## src/hw/rtl/pwch_pkg.sv

```systemverilog
// shared types, register indexes and constants of the pixel clamp histogram block
`timescale 1ns / 1ps
`default_nettype none

package pwch_pkg;

    // configuration port
    localparam int CFG_IDX_W  = 3;
    localparam int CFG_DATA_W = 16;

    localparam logic [CFG_IDX_W-1:0] REG_ADJUST_ENABLE = 3'd0;
    localparam logic [CFG_IDX_W-1:0] REG_GAIN          = 3'd1;
    localparam logic [CFG_IDX_W-1:0] REG_BRIGHTNESS    = 3'd2;
    localparam logic [CFG_IDX_W-1:0] REG_IMAGE_WIDTH   = 3'd3;
    localparam logic [CFG_IDX_W-1:0] REG_IMAGE_HEIGHT  = 3'd4;
    localparam logic [CFG_IDX_W-1:0] REG_HISTO_HEIGHT  = 3'd5;

    // register widths and reset values
    localparam int GAIN_W   = 16;
    localparam int BRIGHT_W = 9;
    localparam int DIM_W    = 13;
    localparam int HISTO_W  = 16;

    localparam logic [GAIN_W-1:0]   GAIN_RESET         = 16'd4096;
    localparam logic [BRIGHT_W-1:0] BRIGHT_RESET       = 9'd0;
    localparam logic [DIM_W-1:0]    IMAGE_WIDTH_RESET  = 13'd640;
    localparam logic [DIM_W-1:0]    IMAGE_HEIGHT_RESET = 13'd480;
    localparam logic [HISTO_W-1:0]  HISTO_HEIGHT_RESET = 16'd256;

    // payload widths
    localparam int SAMPLE_W = 16;
    localparam int BIN_W    = 8;
    localparam int NUM_BINS = 256;
    localparam int KIND_W   = 2;
    localparam int POS_W    = 12;

    localparam logic [KIND_W-1:0] KIND_NONE = 2'd0;
    localparam logic [KIND_W-1:0] KIND_LOW  = 2'd1;
    localparam logic [KIND_W-1:0] KIND_HIGH = 2'd2;

    // Q4.12 scaling
    localparam int PROD_W  = 32;
    localparam int FRAC_W  = 12;
    localparam int VAL_W   = 22;

    // histogram counts and normalization
    localparam int COUNT_W = 24;
    localparam logic [COUNT_W-1:0] COUNT_MAX = 24'hFFFFFF;
    localparam int BPROD_W = COUNT_W + HISTO_W;
    localparam int NUM_W   = BPROD_W + 2;
    localparam int DEN_W   = COUNT_W + 1;
    localparam int QUOT_W  = 16;

    localparam int DEF_MAX_WIDTH  = 4096;
    localparam int DEF_MAX_HEIGHT = 4096;

    // commands from the controller to the datapath
    typedef struct packed {
        logic load_in;
        logic mul;
        logic clamp;
        logic pix_read;
        logic pix_update;
        logic bin_read;
        logic bin_mul;
        logic div_start;
        logic bin_out;
    } cmd_t;

    // status from the datapath to the controller
    typedef struct packed {
        logic out_free;
        logic div_done;
    } status_t;

endpackage

`default_nettype wire

```

## src/hw/rtl/pwch_ctrl.sv

```systemverilog
// controller: sequences pixel and bin read words through the datapath
`timescale 1ns / 1ps
`default_nettype none

module pwch_ctrl
(
    input  wire logic                clk,
    input  wire logic                rst_n,
    input  wire logic                in_valid,
    input  wire logic                req_type,
    output logic                     in_stall,
    input  wire pwch_pkg::status_t   status,
    output pwch_pkg::cmd_t           cmd
);

    typedef enum logic [3:0] {
        S_IDLE,
        S_MUL,
        S_CLAMP,
        S_PREAD,
        S_PUPD,
        S_BREAD,
        S_BMUL,
        S_BSTART,
        S_BDIV,
        S_BOUT
    } state_t;

    state_t state_reg;
    logic   in_stall_reg;

    always_ff @(posedge clk or negedge rst_n)
    begin
        if (!rst_n)
        begin
            state_reg    <= S_IDLE;
            in_stall_reg <= 1'b0;
        end
        else
        begin
            case (state_reg)
                S_IDLE:
                begin
                    if (in_valid)
                    begin
                        state_reg    <= req_type ? S_BREAD : S_MUL;
                        in_stall_reg <= 1'b1;
                    end
                end
                S_MUL:   state_reg <= S_CLAMP;
                S_CLAMP: state_reg <= S_PREAD;
                S_PREAD: state_reg <= S_PUPD;
                S_PUPD:
                begin
                    if (status.out_free)
                    begin
                        state_reg    <= S_IDLE;
                        in_stall_reg <= 1'b0;
                    end
                end
                S_BREAD:  state_reg <= S_BMUL;
                S_BMUL:   state_reg <= S_BSTART;
                S_BSTART: state_reg <= S_BDIV;
                S_BDIV:
                begin
                    if (status.div_done)
                    begin
                        state_reg <= S_BOUT;
                    end
                end
                S_BOUT:
                begin
                    if (status.out_free)
                    begin
                        state_reg    <= S_IDLE;
                        in_stall_reg <= 1'b0;
                    end
                end
                default:
                begin
                    state_reg    <= S_IDLE;
                    in_stall_reg <= 1'b0;
                end
            endcase
        end
    end

    always_comb
    begin
        cmd = '0;
        case (state_reg)
            S_IDLE:   cmd.load_in    = in_valid;
            S_MUL:    cmd.mul        = 1'b1;
            S_CLAMP:  cmd.clamp      = 1'b1;
            S_PREAD:  cmd.pix_read   = 1'b1;
            S_PUPD:   cmd.pix_update = status.out_free;
            S_BREAD:  cmd.bin_read   = 1'b1;
            S_BMUL:   cmd.bin_mul    = 1'b1;
            S_BSTART: cmd.div_start  = 1'b1;
            S_BOUT:   cmd.bin_out    = status.out_free;
            default: ;
        endcase
    end

    assign in_stall = in_stall_reg;

    // the divider only finishes while the controller waits for it
    a_div_done_wait: assert property (@(posedge clk) disable iff (!rst_n)
        status.div_done |-> (state_reg == S_BDIV))
        else $error("divider done outside of wait");

    // a new word is taken only when nothing is in flight
    a_accept_idle: assert property (@(posedge clk) disable iff (!rst_n)
        cmd.load_in |=> (state_reg == S_MUL || state_reg == S_BREAD) && in_stall_reg)
        else $error("accepted word did not start a sequence");

endmodule

`default_nettype wire

```

## config.mk

```make
export PLATFORM = sky130hd
export DESIGN_NAME = pwch_ctrl
export DESIGN_NICKNAME = d
export VERILOG_FILES = /design/src/hw/rtl/pwch_pkg.sv /design/src/hw/rtl/pwch_ctrl.sv
export SDC_FILE = /design/constraint.sdc
export NUM_CORES = 1
export LEC_CHECK = 0
export ABC_AREA = 1
export BUFFER_PORTS_ARGS = -buffer_cell sky130_fd_sc_hd__buf_4
export CAP_MARGIN = 15
export CORE_AREA = 5 5 42 44
export DETAILED_ROUTE_END_ITERATION = 10
export DIE_AREA = 0 0 47 49
export MAX_ROUTING_LAYER = met4
export SLEW_MARGIN = 30
export SYNTH_ARGS = -nofsm -noshare
export SYNTH_HDL_FRONTEND = slang
export SYNTH_SLANG_ARGS = --single-unit
```

## constraint.sdc

```tcl
create_clock -name clk -period 3.3 [get_ports clk]
set_clock_uncertainty 0.15 [all_clocks]
set_input_delay 0.66 -clock clk [delete_from_list [all_inputs] [get_ports clk]]
set_output_delay 0.66 -clock clk [all_outputs]
set_load 0.05 [all_outputs]
```

==> metrics.md <==
| Metric | Value |
|---|---|
| Status | `completed` |
| DRC Markers | `0` |
| Post-CTS setup buffers | `0` |
| Tcrit/Tclk final | `0.693` |
| Origin of the worst setup path | `state_reg[3]` |
| Std cell rows | `14` |
| Largest net degree at the start of global routing | `7` |
| Clk Latency, worst-skew pair | `230 ps` |
| RSZ-0062 raised after global routing | `false` |
| First-pass GRT wire length | `1430 µm` |
| CP Capture Type | `output pin` |
| CP arrival | `1480 ps` |
| # clock sinks | `5` |
| Vias/cell | `4.17` |
| Sequential-to-total area share from yosys stat | `0.299` |
| Commonest non-fill, non-tap cell in the layout | `nand2_1` |
| Die Y-Extent | `49 µm` |
| Buffer and inverter count on the worst path | `3` |
| TritonRoute pass-1 iters | `4` |
| Inst Count DP | `99` |
| Worst R2R End | `state_reg[2]` |
| Total Die Area | `0.00230 mm²` |
| Setup TNS | `0 ps` |
| Routed vias | `430` |
| Origin of the critical flop-to-flop path | `state_reg[3]` |
| Synth-to-Final Area Change | `37.9%` |
| Crit-path slowest cell | `dfrtp_1` |
| Remaining antenna violation count after routing | `0` |
| Routed WL | `903 µm` |
| Hold Buf Count CTS | `0` |
| CTS Buffer Depth | `2` |
| Synth Net Count | `74` |
| ANT cells | `0` |
| Crit path max fanout | `6` |
| Fraction of layout cells with a size suffix above 1 | `0.368` |
| CTS root buf | `clkbuf_4` |
| VDD IR max | `0.401 mV` |
| Synth Warn # | `0` |
| Post-CTS sizing | `0` |
| CTS H-tree lvls | `1` |
| Synthesized area | `419 µm²` |
| Grt total ovfl | `0` |
| Minimum clock period | `2290 ps` |
| Design Area, Final | `578 µm²` |
| Clk slew on worst S/H paths | `40 ps` |
| Core ar. | `0.00140 mm²` |
| Setup CP Type | `flip-flop to output pin` |
| PD cells | `1150 mW/mm²` |
| Fillers | `154` |
| Slew Limit Headroom | `0.828` |
| Wire per inst | `8.77 µm` |
| Worst-Margin Slew | `258 ps` |
| Crit-path cells | `nor2_1 > clkinv_1 > nor2_2 > nand2_1 > inv_1 > buf_4` |
| Library cells used by synthesis | `14` |
| PnR Total Power | `0.663 mW` |
| Vias in the first global route | `403` |
| Peak Freq | `437 MHz` |
| HPWL after DPL | `794 µm` |
| R2R setup slack | `1910 ps` |
| Max-cap violation count | `0` |
| Number of flip-flops in the largest register | `4` |
| Input/output buffers | `15` |
| GR Util All Layers | `0.0856` |
| LEAKAGE | `0.355 nW` |
| Mean post-synth cell area | `6.16 µm²` |
| Syn Inst Count | `68` |
| Die width | `47 µm` |
| Most frequent cells in the layout | `nand2_1 (20), buf_4 (15), nor2_1 (10)` |
| R2R depth | `7` |
| Slew Viols, Final | `0` |
| GP Congestion | `0.749` |
| Initial core utilization | `0.299` |
| Worst setup SP type | `flip-flop` |
| I/O Pins | `16` |
| Setup violators final | `0` |
| Initial antenna violation count | `0` |
| Hold/Removal Path Class | `primary input to async pin` |
| CP Data Required Time | `2490 ps` |
| Placed cell area | `552 µm²` |
| Fin cells | `103` |
| Crit path depth | `6` |
| CTS Buf Count | `3` |
| Final nets | `94` |
| Iter 0 DRT Violations | `9` |
| Critical Path Max Stage Delay | `440 ps` |
| CTS tree | `yes` |
| #FFs+latches synth | `5` |
| Final Hold Fails | `0` |
| Worst path top cell family by delay | `flip-flops` |
routing by layer:
metal | track usage | share of wire | up-vias
met5 | - | 0 | -
met4 | 0.0553 | 0 | 0
met3 | 0.0111 | 0.044 | 0
met2 | 0.131 | 0.54 | 6
met1 | 0.100 | 0.41 | 184
li1 | - | - | 240
cell families after synthesis:
| logic type | count (synthesis) | share of synthesized area |
|---|---|---|
| buffers and inverters | 14 | 0.131 |
| AND/OR/NAND/NOR | 46 | 0.525 |
| flip-flops | 5 | 0.299 |
| AO/OA/AOI/OAI | 3 | 0.0448 |
report_power, final:
part	switching, mW	total, mW	internal (mW)
Sequential	0.0400	0.132	0.0923
Combinational	0.322	0.463	0.141
Clock	0.0219	0.0674	0.0455
Total	0.384	0.663	0.279
synth_stat cells, drive strengths merged:
library cell | n | area (µm²)
a21oi | 1 | 5.00
o211ai | 1 | 7.51
nand3 | 6 | 30.0
clkinv | 1 | 3.75
inv | 13 | 51.3
o22ai | 1 | 6.26
dfrtp | 5 | 125
nand2 | 26 | 128
nor2 | 14 | 62.6
final cells by class:
| cell class | count | area (µm²) | share of cell area |
|---|---|---|---|
| multi-input cells | 49 | 239 | 0.413 |
| flip-flops and latches | 5 | 125 | 0.216 |
| repair buffers | 15 | 113 | 0.195 |
| inverters | 14 | 55.1 | 0.0952 |
| clock buffers | 4 | 26.3 | 0.0455 |
| well taps | 16 | 20.0 | 0.0346 |
worst max path at each step:
| stage | slack [ps] | end |
|---|---|---|
| floorplan | 1100 | cmd[4] |
| global placement | 1260 | cmd[8] |
| detailed placement | 1260 | cmd[8] |
| CTS | 1000 | cmd[8] |
| global route | 860 | cmd[8] |
| finish | 1010 | cmd[8] |
per-stage QoR:
stage          hold WS (ps)  setup slack [ps]  utilization
2_1_floorplan           214              1100            -
3_3_place_gp            313              1260        0.394
3_5_place_dp            313              1260        0.394
4_1_cts                56.5               997        0.413
5_1_grt                56.7               861        0.413
6_report               65.1              1010        0.413
Power figures use the tool's default switching activity.
